$ cat src/design/ufd_pkg.sv
`default_nettype none

package ufd_pkg;

	localparam int unsigned BYTE_W = 8;
	localparam int unsigned CP_W = 21;
	localparam int unsigned QUEUE_DEPTH = 4;

	localparam logic [CP_W-1:0] REPLACEMENT_CP = 21'h00FFFD;

	// one byte's burst: rep_count replacements, then the tail result
	typedef struct packed {
		logic [1:0]      rep_count;
		logic [CP_W-1:0] tail_cp;
		logic            tail_rep;
		logic            fin;
	} cmd_t;

endpackage

`default_nettype wire

$ cat src/design/ufd_if.sv
`default_nettype none

interface ufd_in_if;
	logic                        valid;
	logic                        ready;
	logic [ufd_pkg::BYTE_W-1:0]  text_byte;
	logic                        final_byte;

	modport source (output valid, output text_byte, output final_byte, input ready);
	modport sink (input valid, input text_byte, input final_byte, output ready);
endinterface

interface ufd_out_if;
	logic                      valid;
	logic                      ready;
	logic [ufd_pkg::CP_W-1:0]  code_point;
	logic                      replaced;
	logic                      run_end;
	logic                      text_end;

	modport source (output valid, output code_point, output replaced, output run_end,
		output text_end, input ready);
	modport sink (input valid, input code_point, input replaced, input run_end,
		input text_end, output ready);
endinterface

`default_nettype wire

$ cat src/design/ufd_front.sv
`default_nettype none

module ufd_front (
	input  wire logic    clk,
	input  wire logic    arst_n,
	ufd_in_if.sink       text_ch,
	input  wire logic    full,
	output logic         push,
	output ufd_pkg::cmd_t push_cmd
);

	logic [1:0]                exp_q, exp_d;
	logic [1:0]                tk_q, tk_d;
	logic [ufd_pkg::CP_W-1:0]  pv_q, pv_d;

	logic [7:0]                b;
	logic                      fin;
	logic                      open_seq;
	logic                      is_cont;
	logic                      is_ascii;
	logic                      is_bad;
	logic [1:0]                need;
	logic [ufd_pkg::CP_W-1:0]  bits;
	logic [2:0]                taken;
	logic [1:0]                pre;
	logic [ufd_pkg::CP_W-1:0]  pv_next;
	logic                      emit;
	logic                      accept;

	assign b = text_ch.text_byte;
	assign fin = text_ch.final_byte;
	assign text_ch.ready = !full;
	assign accept = text_ch.valid && text_ch.ready;
	assign open_seq = (exp_q != 2'd0);
	assign is_cont = (b[7:6] == 2'b10);
	assign taken = {1'b0, tk_q} + 3'd1;
	assign pv_next = {pv_q[ufd_pkg::CP_W-7:0], b[5:0]};
	// open sequence always has tk_q below exp_q, so this fits
	assign pre = open_seq ? taken[1:0] : 2'd0;

	// lead classification
	always_comb begin
		is_ascii = 1'b0;
		is_bad = 1'b0;
		need = 2'd0;
		bits = '0;
		priority if (b[7] == 1'b0) begin
			is_ascii = 1'b1;
		end else if (b[7:5] == 3'b110) begin
			need = 2'd1;
			bits = {16'd0, b[4:0]};
		end else if (b[7:4] == 4'b1110) begin
			need = 2'd2;
			bits = {17'd0, b[3:0]};
		end else if (b[7:3] == 5'b11110) begin
			need = 2'd3;
			bits = {18'd0, b[2:0]};
		end else begin
			is_bad = 1'b1;
		end
	end

	always_comb begin
		emit = 1'b0;
		push_cmd = '0;
		push_cmd.fin = fin;
		exp_d = exp_q;
		tk_d = tk_q;
		pv_d = pv_q;
		if (open_seq && is_cont) begin
			if (taken == {1'b0, exp_q}) begin
				emit = 1'b1;
				push_cmd.tail_cp = pv_next;
				exp_d = 2'd0;
				tk_d = 2'd0;
				pv_d = '0;
			end else if (fin) begin
				// flush lead and the taken continuations, this byte included
				emit = 1'b1;
				push_cmd.rep_count = taken[1:0];
				push_cmd.tail_cp = ufd_pkg::REPLACEMENT_CP;
				push_cmd.tail_rep = 1'b1;
			end else begin
				tk_d = taken[1:0];
				pv_d = pv_next;
			end
		end else begin
			exp_d = 2'd0;
			tk_d = 2'd0;
			pv_d = '0;
			push_cmd.rep_count = pre;
			push_cmd.tail_cp = ufd_pkg::REPLACEMENT_CP;
			push_cmd.tail_rep = 1'b1;
			priority if (is_ascii) begin
				emit = 1'b1;
				push_cmd.tail_cp = {13'd0, b};
				push_cmd.tail_rep = 1'b0;
			end else if (is_bad || fin) begin
				emit = 1'b1;
			end else begin
				// new sequence opens; broken one before it still flushes
				emit = open_seq;
				push_cmd.rep_count = pre - 2'd1;
				exp_d = need;
				pv_d = bits;
			end
		end
		if (fin) begin
			exp_d = 2'd0;
			tk_d = 2'd0;
			pv_d = '0;
		end
	end

	assign push = accept && emit;

	always_ff @(posedge clk or negedge arst_n) begin
		if (!arst_n) begin
			exp_q <= 2'd0;
			tk_q <= 2'd0;
			pv_q <= '0;
		end else if (accept) begin
			exp_q <= exp_d;
			tk_q <= tk_d;
			pv_q <= pv_d;
		end
	end

endmodule

`default_nettype wire

$ cat src/design/ufd_queue.sv
`default_nettype none

module ufd_queue #(
	parameter int unsigned DEPTH = ufd_pkg::QUEUE_DEPTH
) (
	input  wire logic          clk,
	input  wire logic          arst_n,
	input  wire logic          push,
	input  wire ufd_pkg::cmd_t push_cmd,
	output logic               full,
	input  wire logic          pop,
	output logic               head_valid,
	output ufd_pkg::cmd_t      head
);

	localparam int unsigned PTR_W = (DEPTH > 1) ? $clog2(DEPTH) : 1;
	localparam int unsigned CNT_W = $clog2(DEPTH + 1);
	localparam logic [PTR_W-1:0] LAST_PTR = PTR_W'(DEPTH - 1);
	localparam logic [CNT_W-1:0] FULL_CNT = CNT_W'(DEPTH);

	ufd_pkg::cmd_t     slot_q [DEPTH];
	logic [PTR_W-1:0]  wr_ptr_q;
	logic [PTR_W-1:0]  rd_ptr_q;
	logic [CNT_W-1:0]  count_q;
	logic              do_push;
	logic              do_pop;

	assign full = (count_q == FULL_CNT);
	assign head_valid = (count_q != '0);
	assign head = slot_q[rd_ptr_q];
	assign do_push = push && !full;
	assign do_pop = pop && head_valid;

	always_ff @(posedge clk) begin
		if (do_push) begin
			slot_q[wr_ptr_q] <= push_cmd;
		end
	end

	always_ff @(posedge clk or negedge arst_n) begin
		if (!arst_n) begin
			wr_ptr_q <= '0;
			rd_ptr_q <= '0;
			count_q <= '0;
		end else begin
			if (do_push) begin
				wr_ptr_q <= (wr_ptr_q == LAST_PTR) ? '0 : wr_ptr_q + 1'b1;
			end
			if (do_pop) begin
				rd_ptr_q <= (rd_ptr_q == LAST_PTR) ? '0 : rd_ptr_q + 1'b1;
			end
			if (do_push && !do_pop) begin
				count_q <= count_q + 1'b1;
			end else if (do_pop && !do_push) begin
				count_q <= count_q - 1'b1;
			end
		end
	end

endmodule

`default_nettype wire

$ cat src/design/ufd_back.sv
`default_nettype none

module ufd_back (
	input  wire logic          clk,
	input  wire logic          arst_n,
	input  wire logic          head_valid,
	input  wire ufd_pkg::cmd_t head,
	output logic               pop,
	ufd_out_if.source          cp_ch
);

	logic [1:0]                idx_q;
	logic                      valid_q;
	logic [ufd_pkg::CP_W-1:0]  cp_q;
	logic                      rep_q;
	logic                      run_end_q;
	logic                      text_end_q;
	logic                      load;
	logic                      at_tail;

	assign load = head_valid && (!valid_q || cp_ch.ready);
	assign at_tail = (idx_q == head.rep_count);
	assign pop = load && at_tail;

	assign cp_ch.valid = valid_q;
	assign cp_ch.code_point = cp_q;
	assign cp_ch.replaced = rep_q;
	assign cp_ch.run_end = run_end_q;
	assign cp_ch.text_end = text_end_q;

	always_ff @(posedge clk or negedge arst_n) begin
		if (!arst_n) begin
			valid_q <= 1'b0;
			idx_q <= 2'd0;
		end else begin
			if (load) begin
				valid_q <= 1'b1;
				idx_q <= at_tail ? 2'd0 : idx_q + 2'd1;
			end else if (cp_ch.ready) begin
				valid_q <= 1'b0;
			end
		end
	end

	// output word register, no reset needed
	always_ff @(posedge clk) begin
		if (load) begin
			if (at_tail) begin
				cp_q <= head.tail_cp;
				rep_q <= head.tail_rep;
				run_end_q <= 1'b1;
				text_end_q <= head.fin;
			end else begin
				cp_q <= ufd_pkg::REPLACEMENT_CP;
				rep_q <= 1'b1;
				run_end_q <= 1'b0;
				text_end_q <= 1'b0;
			end
		end
	end

endmodule

`default_nettype wire

$ cat src/design/utf8_stream_decoder.sv
// UTF-8 stream decoder: takes one text byte per cycle on text_ch (with final_byte on the last
// byte of the text) and returns code points on cp_ch, one word per cycle. A byte gives zero
// to four words: a run of U+FFFD replacements for a broken sequence, then at most one decoded
// value or replacement, with run_end set on the last word of the byte and text_end on the last
// word of the text. Bytes are taken every cycle while the command queue between the byte
// parser and the output stage has room (QUEUE_DEPTH entries); the output stage drains one word
// per cycle while cp_ch.ready is high, so a byte that yields several words holds the output
// longer; bytes go one per cycle for plain text and slower when replacement bursts pile up.
`default_nettype none

module utf8_stream_decoder #(
	parameter int unsigned QUEUE_DEPTH = ufd_pkg::QUEUE_DEPTH
) (
	input  wire logic clk,
	input  wire logic arst_n,
	ufd_in_if.sink    text_ch,
	ufd_out_if.source cp_ch
);

	logic          push;
	ufd_pkg::cmd_t push_cmd;
	logic          full;
	logic          pop;
	logic          head_valid;
	ufd_pkg::cmd_t head;

	ufd_front u_front (
		.clk      (clk),
		.arst_n   (arst_n),
		.text_ch  (text_ch),
		.full     (full),
		.push     (push),
		.push_cmd (push_cmd)
	);

	ufd_queue #(
		.DEPTH (QUEUE_DEPTH)
	) u_queue (
		.clk        (clk),
		.arst_n     (arst_n),
		.push       (push),
		.push_cmd   (push_cmd),
		.full       (full),
		.pop        (pop),
		.head_valid (head_valid),
		.head       (head)
	);

	ufd_back u_back (
		.clk        (clk),
		.arst_n     (arst_n),
		.head_valid (head_valid),
		.head       (head),
		.pop        (pop),
		.cp_ch      (cp_ch)
	);

endmodule

`default_nettype wire

$ cat src/flat_wrapper.sv
// flat-port wrapper written by rule: the top's interface ports become plain ports
module utf8_stream_decoder_flat 
#(
	parameter int unsigned QUEUE_DEPTH = ufd_pkg::QUEUE_DEPTH
)
  (clk, arst_n, text_ch_valid, text_ch_text_byte, text_ch_final_byte, text_ch_ready, cp_ch_valid, cp_ch_code_point, cp_ch_replaced, cp_ch_run_end, cp_ch_text_end, cp_ch_ready);
  ufd_in_if text_ch_i ();
  ufd_out_if cp_ch_i ();
  input  wire logic clk;
  input  wire logic arst_n;
  input wire logic [$bits(text_ch_i.valid)-1:0] text_ch_valid;
  input wire logic [$bits(text_ch_i.text_byte)-1:0] text_ch_text_byte;
  input wire logic [$bits(text_ch_i.final_byte)-1:0] text_ch_final_byte;
  output wire logic [$bits(text_ch_i.ready)-1:0] text_ch_ready;
  output wire logic [$bits(cp_ch_i.valid)-1:0] cp_ch_valid;
  output wire logic [$bits(cp_ch_i.code_point)-1:0] cp_ch_code_point;
  output wire logic [$bits(cp_ch_i.replaced)-1:0] cp_ch_replaced;
  output wire logic [$bits(cp_ch_i.run_end)-1:0] cp_ch_run_end;
  output wire logic [$bits(cp_ch_i.text_end)-1:0] cp_ch_text_end;
  input wire logic [$bits(cp_ch_i.ready)-1:0] cp_ch_ready;
  assign text_ch_i.valid = text_ch_valid;
  assign text_ch_i.text_byte = text_ch_text_byte;
  assign text_ch_i.final_byte = text_ch_final_byte;
  assign text_ch_ready = text_ch_i.ready;
  assign cp_ch_valid = cp_ch_i.valid;
  assign cp_ch_code_point = cp_ch_i.code_point;
  assign cp_ch_replaced = cp_ch_i.replaced;
  assign cp_ch_run_end = cp_ch_i.run_end;
  assign cp_ch_text_end = cp_ch_i.text_end;
  assign cp_ch_i.ready = cp_ch_ready;
  utf8_stream_decoder #(.QUEUE_DEPTH(QUEUE_DEPTH)) u_core (.clk(clk), .arst_n(arst_n), .text_ch(text_ch_i), .cp_ch(cp_ch_i));
endmodule
$ cat config.mk
export PLATFORM = sky130hd
export DESIGN_NAME = utf8_stream_decoder_flat
export DESIGN_NICKNAME = d
export VERILOG_FILES = /design/src/design/ufd_pkg.sv /design/src/design/ufd_if.sv /design/src/design/ufd_front.sv /design/src/design/ufd_queue.sv /design/src/design/ufd_back.sv /design/src/design/utf8_stream_decoder.sv /design/src/flat_wrapper.sv
export SDC_FILE = /design/constraint.sdc
export NUM_CORES = 1
export LEC_CHECK = 0
export BUFFER_PORTS_ARGS = -buffer_cell sky130_fd_sc_hd__buf_4
export CAP_MARGIN = 20
export CORE_ASPECT_RATIO = 1.1
export CORE_MARGIN = 2
export CORE_UTILIZATION = 54
export CTS_CLUSTER_SIZE = 12
export DETAILED_ROUTE_END_ITERATION = 16
export GPL_ROUTABILITY_DRIVEN = 0
export HOLD_SLACK_MARGIN = 0.05
export PLACE_DENSITY_LB_ADDON = 0.12
export REMOVE_ABC_BUFFERS = 1
export SETUP_SLACK_MARGIN = 0.15
export SLEW_MARGIN = 10
export SYNTH_ARGS = -nofsm -noshare
export SYNTH_HDL_FRONTEND = slang
export SYNTH_SLANG_ARGS = --single-unit
$ cat constraint.sdc
create_clock -name clk -period 3 [get_ports clk]
set_clock_uncertainty 0.1 [all_clocks]
set_input_delay 0.6 -clock clk [delete_from_list [all_inputs] [get_ports clk]]
set_output_delay 0.6 -clock clk [all_outputs]
set_load 0.01 [all_outputs]
* After elaboration in Yosys (flattened, before gate mapping)
Memories as Yosys holds them, arrays and structs flattened.
Cells that the tools add are included.
W data, S select, Z words.
** Operators by class
- Equality and inequality tests :: 10
- Divide/modulo/power cells :: 0
- Reduce and logical (&&, ||, !) cells :: 20
- Shifts and indexed selects :: 0
- $add $sub $neg :: 7
- Magnitude comparators :: 0
- Multipliers :: 0
- Multiplexer cells :: 47
- Bitwise gates (word level) :: 0
** Operators by type and width (number)
- $mux W15 :: 4
- $mux W24 :: 2
- $mux W2 :: 18
- $mux W21 :: 1
- $mux W17 :: 1
- $mux W1 :: 15
- $mux W5 :: 2
- $logic_and A1 B1 Y1 :: 9
- $mux W3 :: 3
- $add A2 B1 Y2 const B :: 3
- $eq A2 B2 Y1 const B :: 3
- $eq A3 B3 Y1 const B :: 2
- $reduce_bool A2 Y1 :: 3
- $eq A5 B5 Y1 const B :: 1
- $eq A4 B4 Y1 const B :: 1
- $logic_not A1 Y1 :: 4
- $mux W4 :: 1
- $add A2 B1 Y3 const B :: 1
- $add A3 B1 Y3 const B :: 1
- $eq A3 B2 Y1 :: 1
- $ne A3 B2 Y1 const B :: 1
- $reduce_bool A3 Y1 :: 1
- $sub A3 B1 Y3 const B :: 1
- $eq A2 B2 Y1 :: 1
- 3 further kinds :: 4
** Word-level totals
- ROM bits :: 0
- Input bits :: 13
- Output and inout port bits :: 26
- Logic and storage cells :: 97
- Bits in writable memories :: 100
- Bits in latches :: 0
- Register bits :: 53
- Memories :: 1
** Memories
- u_core.u_queue.slot_q :: depth 4, width 25, rd ports 1, clocked after memory_dff 0, wr ports 1, RTL line ufd_queue.sv:21 : ufd_pkg::cmd_t slot_q [DEPTH];

* Depth between registers and ports, before layout
Gate-level depths: netlist (run 1).
- Depth after elaboration :: 15
- Depth in mapped cells :: 11
- Depth with buffers taken out :: 11

* Hierarchy
Synthesis (run 1) repeated with hierarchy kept, for this count alone.
** Unflattened totals
- Cell total of the unflattened synthesis :: 354
- Area, all modules :: 6311.1 sq um
** By module, submodules not included
- ufd_queue :: times used 1, area an instance 4117.7 sq um, cells an instance 168, seq. area each 3178.0 sq um
- ufd_front :: times used 1, area an instance 1131.1 sq um, cells an instance 118, seq. area each 475.5 sq um
- ufd_back :: times used 1, area an instance 1062.3 sq um, cells an instance 68, seq. area each 795.8 sq um

* Worst setup path after synthesis (run 1)
No wires, ideal clock.
- Kind :: reg2reg
- From :: register u_core.u_front.tk_q[0]
- To :: memory u_core.u_queue.slot_q[0][0] (netlist name) (enable)
- Setup time :: 0.407 ns
- Cell stages (with the launch flop) :: 6
- Path slack :: -0.247 ns
- Data required time :: 2.493 ns
- Arrival time :: 2.741 ns
- Cells stage by stage :: dfrtp_1 -> ha_1 -> xor2_1 -> o311ai_4 -> o2111ai_2 -> nor2_1
** On the way
- Cells in the longest elaborated chain, start to end :: 8
** Ends and longest elaborated chain
- start: declaration :: RTL line ufd_front.sv:13 : logic [1:0] tk_q, tk_d;
- start signal: assignment :: RTL line ufd_front.sv:124 : tk_q <= tk_d;
- $add A2 B1 Y3 :: RTL line ufd_front.sv:36 : assign taken = {1'b0, tk_q} + 3'd1;
- $eq A3 B2 Y1 :: RTL line ufd_front.sv:71 : if (taken == {1'b0, exp_q}) begin
- $mux W1 :: RTL line ufd_front.sv:71
- $mux W1 :: RTL line ufd_front.sv:70 : if (open_seq && is_cont) begin
- $logic_and A1 B1 Y1 :: RTL line ufd_front.sv:115 : assign push = accept && emit;
- $logic_and A1 B1 Y1 :: RTL line ufd_queue.sv:31 : assign do_push = push && !full;
- $mux W1 :: RTL line ufd_queue.sv:35 : if (do_push) begin
- $mux W1 (not written as such) :: RTL line ufd_queue.sv:36 : slot_q[wr_ptr_q] <= push_cmd;
- end: declaration :: RTL line ufd_queue.sv:21
No other way between the ends.

* Worst setup path after layout (run 1)
- From :: register u_core.u_front.tk_q[0]
- To :: register u_core.u_queue.count_q[2]
** On the way
- Cells in the longest elaborated chain, start to end :: 9
** Ends and longest elaborated chain
- $add A2 B1 Y3 (*) :: RTL line ufd_front.sv:36
- $eq A3 B2 Y1 (*) :: RTL line ufd_front.sv:71
- $mux W1 (*) :: RTL line ufd_front.sv:71
- $mux W1 (*) :: RTL line ufd_front.sv:70
- $logic_and A1 B1 Y1 (*) :: RTL line ufd_front.sv:115
- $logic_and A1 B1 Y1 (*) :: RTL line ufd_queue.sv:31
- named net u_core.u_queue.do_push :: RTL line ufd_queue.sv:25 : logic do_push;
- $logic_not A1 Y1 :: RTL line ufd_queue.sv:54 : end else if (do_pop && !do_push) begin
- $logic_and A1 B1 Y1 :: RTL line ufd_queue.sv:54
- $reduce_bool A2 Y1 (no source line)
- end signal: assignment :: RTL line ufd_queue.sv:53 : count_q <= count_q + 1'b1;
- end signal: assignment :: RTL line ufd_queue.sv:55 : count_q <= count_q - 1'b1;
- end: declaration :: RTL line ufd_queue.sv:24 : logic [CNT_W-1:0] count_q;
The timed path passes the listed nets; every way through them passes the cells marked *.
A chain may end at the register's enable or synchronous reset.

==> results of run 1 <==
synthesized netlist by cell type, types with 2 or more instances:
cell,number,share of area (%)
dfrtp_1,29,12
mux4_1,3,1.3
edfxtp_1,124,59
xnor2_1,2,0.28
o41ai_1,2,0.28
or2_1,16,1.6
nor2b_1,2,0.20
mux2_1,2,0.36
clkbuf_1,5,0.30
mux2_4,2,0.48
xor2_1,3,0.42
mux2_2,4,0.72
mux4_2,22,7.9
a21oi_1,5,0.40
and3_1,7,0.70
buf_2,6,0.48
a22o_1,15,2.1
xnor2_2,2,0.52
ha_1,7,1.4
o21ai_0,2,0.16
nor2_1,14,0.84
nand3_1,4,0.32
nand2_1,11,0.66
and2_1,6,0.60
a32o_1,2,0.32
inv_1,17,1.0
o21bai_1,2,0.24
buf_6,2,0.36
a21o_1,12,1.4
nor3_1,2,0.16
final timing paths:
path | startpoint | depth (start not counted) | slack (ns) | end
setup / recovery | u_core.u_front.tk_q[0]$_DFFE_PN0P_ | 11 | 0.31 | u_core.u_queue.count_q[2]$_DFFE_PN0P_
hold / removal | text_ch_text_byte[1] | 2 | 0.32 | u_core.u_front.pv_q[1]$_DFFE_PN0P_
min in group asynchronous | arst_n | 2 | 0.56 | u_core.u_front.exp_q[0]$_DFFE_PN0P_
max in group asynchronous | arst_n | 2 | 1.95 | u_core.u_front.pv_q[6]$_DFFE_PN0P_
setup reg to reg | u_core.u_front.tk_q[0]$_DFFE_PN0P_ | 11 | 0.31 | u_core.u_queue.count_q[2]$_DFFE_PN0P_
hold reg to reg | u_core.u_back.cp_ch.valid$_DFFE_PN0P_ | 2 | 0.40 | u_core.u_back.cp_ch.valid$_DFFE_PN0P_
report_power, final:
part | internal (mW) | leakage, nW | total (mW) | switching (mW)
Clock | 1.47 | 0.295 | 2.27 | 0.802
Combinational | 1.03 | 0.998 | 2.13 | 1.09
Sequential | 2.90 | 1.50 | 3.08 | 0.177
Total | 5.40 | 2.79 | 7.48 | 2.07
per-stage QoR:
stage | area [um^2] | hold WS, ns | setup TNS [ns]
floorplan | 6180 | 0.204 | -25.55
global placement | 6830 | 0.373 | 0
detailed placement | 6850 | 0.382 | 0
CTS | 7490 | 0.310 | 0
global route | 7510 | 0.316 | 0
finish | 7510 | 0.321 | 0
metal layers:
metal	track usage (%)	vias to the layer above	routed length, um
li1	-	1505	-
met1	25.1	1670	4760
met2	33.8	72	5910
met3	5.32	16	436
met4	6.93	0	146
met5	0	-	0
area by class of cell:
class	instances	area, um^2
Clock inverter	12	199
Fill cell	800	3880
Sequential cell	153	4450
Tap cell	150	188
Multi-Input combinational cell	169	1700
Clock buffer	19	433
Timing Repair Buffer	56	477
Inverter	17	63.8
repair_timing:
item / CTS / global route
setup buffers: 0 / 0
hold buffers: 1 / 0
gates resized for setup: 0 / 3
endpoints found under the hold margin: 29 / 0
endpoints found under the setup margin: 0 / 2
registers in the layout, indices dropped and copies added, names as in the netlist, 3 cells and up:
name,count
u_core.u_back.cp_ch.code_point,21
u_core.u_queue.count_q,3
u_core.u_queue.slot_q,100
u_core.u_front.pv_q,15
cell families after synthesis:
logic type / after synthesis / synth area share, %
AND/OR/NAND/NOR: 69 / 6.07
XOR/XNOR: 7 / 1.22
AO/OA/AOI/OAI: 52 / 6.89
multiplexers: 33 / 10.7
buffers and inverters: 32 / 2.34
adder cells (fa/ha/maj): 8 / 1.72
flip-flops: 153 / 71.0
worst max-delay path, stage by stage (launching register included):
cell	delay, ns
dfrtp_1	0.47
ha_4	0.30
xor2_2	0.18
o311ai_4	0.30
o2111ai_2	0.14
inv_1	0.08
ha_1	0.18
inv_1	0.06
fa_1	0.38
xor2_1	0.17
nor2_1	0.11
xor2_1	0.15
==> results.json, run 1 <==
{
  "die_h_um": 117,
  "vdd_drop_max_uv": 506,
  "ys_ff_latch": 153,
  "clock_latency_ns": 0.41,
  "hold_viol": 0,
  "area_delta_synth_final_pct": 19.9,
  "die-area_um2": 12500,
  "layout_setup_ws_ns": 0.309,
  "period_share_pct": 89.7,
  "dp_cells": 544,
  "initial_utilization_pct": 55.0,
  "vias": 3263,
  "clkSlewWorstSetupHoldPaths_ns": 0.06,
  "status": "complete, no violations",
  "avgSynthCellArea_um2": 17.7,
  "p_leak_nw": 2.79,
  "rsz0062_at_grt": "no",
  "most-common-layout-cells": "edfxtp_1 (124), buf_4 (50), dfrtp_1 (29)",
  "final_net_count": 435,
  "cts.sinks": 153,
  "ys_warn_count": 0,
  "p_per_area_nw_per_um2": 996,
  "slew_violations": 0,
  "dp_hpwl_mm": 7.08,
  "critPathMaxFanout": 6,
  "fin_util_pct": 65.9,
  "antenna_found_initial": 0,
  "viasPerCell": 5.66,
  "fp.dieW_um": 107,
  "critPathRequiredTime_ns": 3.24,
  "cp-start-kind": "flip-flop",
  "core_area_um2": 11400,
  "final_common_cell": "edfxtp_1",
  "grt-ovfl-total": 0,
  "portBuffers": 38,
  "layout.cells.non_filler": 576,
  "end_kind": "flip-flop",
  "worst-setup-path-type": "reg -> reg",
  "drt-total-wl_mm": 11.2,
  "gr-usage-all-layers_pct": 19.9,
  "cts.htree.levels": 4,
  "wl_per_cell_um": 19.5,
  "seq_area_frac_synth_pct": 71.0,
  "antenna_cells": 0,
  "firstDrtPassIters": 5,
  "synthCells": 354,
  "drive_gt1_share_pct": 29.6,
  "power_mw": 7.48,
  "async_flop_share_pct": 19.0,
  "hold_path_class": "in -> reg",
  "synth-main-ff-cell": "edfxtp_1",
  "worst_slew_pin_slew_ns": 0.576,
  "rows": 41,
  "drtIter0Drc": 172,
  "drc_errors": 0,
  "relSlewSlack_pct": 61.3,
  "drv_cap": 0,
  "syn_area_um2": 6260,
  "grt_pass1_wl_mm": 18.0,
  "period_minus_slack_ns": 2.69,
  "max_freq_mhz": 372,
  "synth_edf_count": 124,
  "synth.distinct_cells": 52,
  "root_buffer": "clkbuf_16",
  "ant_nets": 0,
  "setup_viol": 0,
  "pin_count": 39,
  "numCtsBuffers": 17,
  "cts_tree": "done",
  "arrival_ns": 2.93,
  "clock_path_buffers": 2,
  "grt_max_degree": 30,
  "pre_cts_ws_ns": 0.183,
  "grt_pass1_vias": 3329
}
Note: power is estimated with default switching activity, not from simulation.
==> inputs of run 2 (changes only) <==
--- a/config.mk
+++ b/config.mk
@@ -15,8 +15,8 @@
 export GPL_ROUTABILITY_DRIVEN = 0
 export HOLD_SLACK_MARGIN = 0.05
 export PLACE_DENSITY_LB_ADDON = 0.12
-export REMOVE_ABC_BUFFERS = 1
 export SETUP_SLACK_MARGIN = 0.15
+export SKIP_CTS_REPAIR_TIMING = 1
 export SLEW_MARGIN = 10
 export SYNTH_ARGS = -nofsm -noshare
 export SYNTH_HDL_FRONTEND = slang
==> run 2 against run 1 <==
Critical endpoint is now u_core.u_queue.count_q[1]$_DFFE_PN0P_; fmax increased by 1.7%; routed wire length grew 6.8%; sequential share of layout area decreased by 0.29 points; register-to-register slack better by 0.04 ns; clock power about the same; worst setup slack better by 0.044 ns; highest routed layer unchanged; non-clock buffer count increased by 1.
==> results.json, run 2 (synthesis results as in run 1) <==
{
  "status": "complete, no violations",
  "period_minus_slack_ns": 2.65,
  "cts.htree.levels": 4,
  "top_register": "u_core.u_queue.slot_q",
  "root_buffer": "clkbuf_16",
  "numCtsBuffers": 17,
  "drt-total-wl_mm": 12.0,
  "cp_top_family": "adder cells",
  "antenna_cells": 0,
  "most-common-layout-cells": "edfxtp_1 (124), buf_4 (51), dfrtp_1 (28)",
  "p_sw_mw": 2.14,
  "vdd_drop_max_uv": 524,
  "pwr-share-seq_pct": 40.9,
  "synthesis.nets": 375,
  "path_cells": "buf_4 -> xnor2_1 -> o311ai_4 -> o2111ai_4 -> inv_1 -> ha_2 -> inv_1 -> fa_2 -> mux2_2",
  "end_kind": "flip-flop",
  "drive_gt1_share_pct": 31.1,
  "cpMaxStageDelayCell": "dfrtp_2",
  "grt_pass1_wl_mm": 18.7,
  "worst-setup-path-type": "reg -> reg",
  "gr-usage-all-layers_pct": 20.8,
  "pwr-share-clk_pct": 30.2,
  "grt-ovfl-total": 0,
  "cpMostUsedCell": "inv_1",
  "drtIter0Drc": 261,
  "detailed_place.area_um2": 6870,
  "max_stage_delay_ns": 0.44,
  "setup_viol": 0,
  "portBuffers": 38,
  "arrival_ns": 2.84,
  "p_per_area_nw_per_um2": 998,
  "hold_path_class": "in -> reg",
  "grt_max_degree": 30,
  "p_leak_nw": 2.80,
  "largest_reg_flops": 100,
  "initial_utilization_pct": 55.0,
  "critPathMaxFanout": 4,
  "viasPerCell": 5.83,
  "vias": 3372,
  "relSlewSlack_pct": 54.1,
  "fin_util_pct": 66.3,
  "pin_count": 39,
  "clkSlewWorstSetupHoldPaths_ns": 0.06,
  "period_share_pct": 88.2,
  "ant_nets": 0,
  "rows": 41,
  "slew_violations": 0,
  "rsz0062_at_grt": "no",
  "antenna_found_initial": 0,
  "drc_errors": 0,
  "cp-start-kind": "flip-flop",
  "area_delta_synth_final_pct": 20.5,
  "max_freq_mhz": 378,
  "hold_viol": 0,
  "dp_hpwl_mm": 7.42,
  "pwr-share-comb_pct": 28.9,
  "drv_cap": 0,
  "fp.dieW_um": 107,
  "cp_num_buf_inv": 3,
  "critPathRequiredTime_ns": 3.19,
  "timing.hold.ws_ns": 0.332,
  "switching_share_pct": 28.5,
  "die_h_um": 117,
  "final_net_count": 436,
  "fillers": 814,
  "core_area_um2": 11400,
  "design_area_um2": 7550,
  "tns_ns": 0,
  "die-area_um2": 12500,
  "final_common_cell": "edfxtp_1",
  "grt_pass1_vias": 3366,
  "clock_latency_ns": 0.41,
  "wl_per_cell_um": 20.8,
  "firstDrtPassIters": 5,
  "p_int_mw": 5.39,
  "clock_path_buffers": 2,
  "worst_slew_pin_slew_ns": 0.683,
  "cts.sinks": 153,
  "cts_tree": "done"
}
-- run 2: cell count changes in the layout (fill, tap and decap cells not counted), moves of 2 or more --
cell	change
clkbuf_1	-2
clkinv_4	+2
clkinv_2	-2
clkbuf_8	+2
-- run 2: worst register-to-register path: stages (launching register included) --
cell and delay [ns]:
dfrtp_2 0.44, buf_4 0.16, xnor2_1 0.43, o311ai_4 0.15
o2111ai_4 0.23, inv_1 0.07, ha_2 0.20, inv_1 0.07
fa_2 0.42, mux2_2 0.27
-- run 2: stage by stage --
| stage | setup slack [ns] | total power [mW] | instances |
|---|---|---|---|
| detailed placement | 0.226 | 5.32 | 544 |
| finish | 0.353 | 7.53 | 578 |
| global placement | 0.0467 | 5.25 | 543 |
| global route | 0.183 | 7.90 | 578 |
| floorplan | -0.165 | 4.55 | 354 |
| CTS | 0.209 | 7.59 | 576 |
-- run 2: final cells by class --
class                           count  area (um^2)  share of cell area, %
Clock buffer                       19          453                   6.00
Clock inverter                     13          193                   2.55
Inverter                           17         63.8                  0.846
Multi-Input combinational cell    169         1710                   22.7
Sequential cell                   153         4450                   59.0
Tap cell                          150          188                   2.49
Timing Repair Buffer               57          484                   6.42
-- run 2: worst paths after layout --
path,from,to,slack (ns),cells past startpoint
max,u_core.u_front.tk_q[0]$_DFFE_PN0P_,u_core.u_queue.count_q[1]$_DFFE_PN0P_,0.35,9
min,text_ch_text_byte[1],u_core.u_front.pv_q[1]$_DFFE_PN0P_,0.33,2
max reg2reg,u_core.u_front.tk_q[0]$_DFFE_PN0P_,u_core.u_queue.count_q[1]$_DFFE_PN0P_,0.35,9
min reg2reg,u_core.u_queue.count_q[2]$_DFFE_PN0P_,u_core.u_queue.count_q[2]$_DFFE_PN0P_,0.38,1
max in group asynchronous,arst_n,u_core.u_front.tk_q[0]$_DFFE_PN0P_,1.92,2
min in group asynchronous,arst_n,u_core.u_front.tk_q[1]$_DFFE_PN0P_,0.56,2
-- run 2: power groups by stage --
stage | logic, mW | clock network, mW | registers (mW)
global route | 2.39 | 2.39 | 3.12
detailed placement | 2.20 | 0 | 3.12
finish | 2.18 | 2.27 | 3.08
CTS | 2.21 | 2.30 | 3.08
global placement | 2.15 | 0 | 3.10
floorplan | 1.39 | 0 | 3.16
-- run 2: per-layer routing --
metal  track usage (%)  part of all wire, %  up-vias
met5                 0                    0        -
li1                  -                    -     1499
met4              7.19                 0.87        0
met3              4.54                  5.7       13
met1              27.1                   41     1739
met2              35.3                   52      121
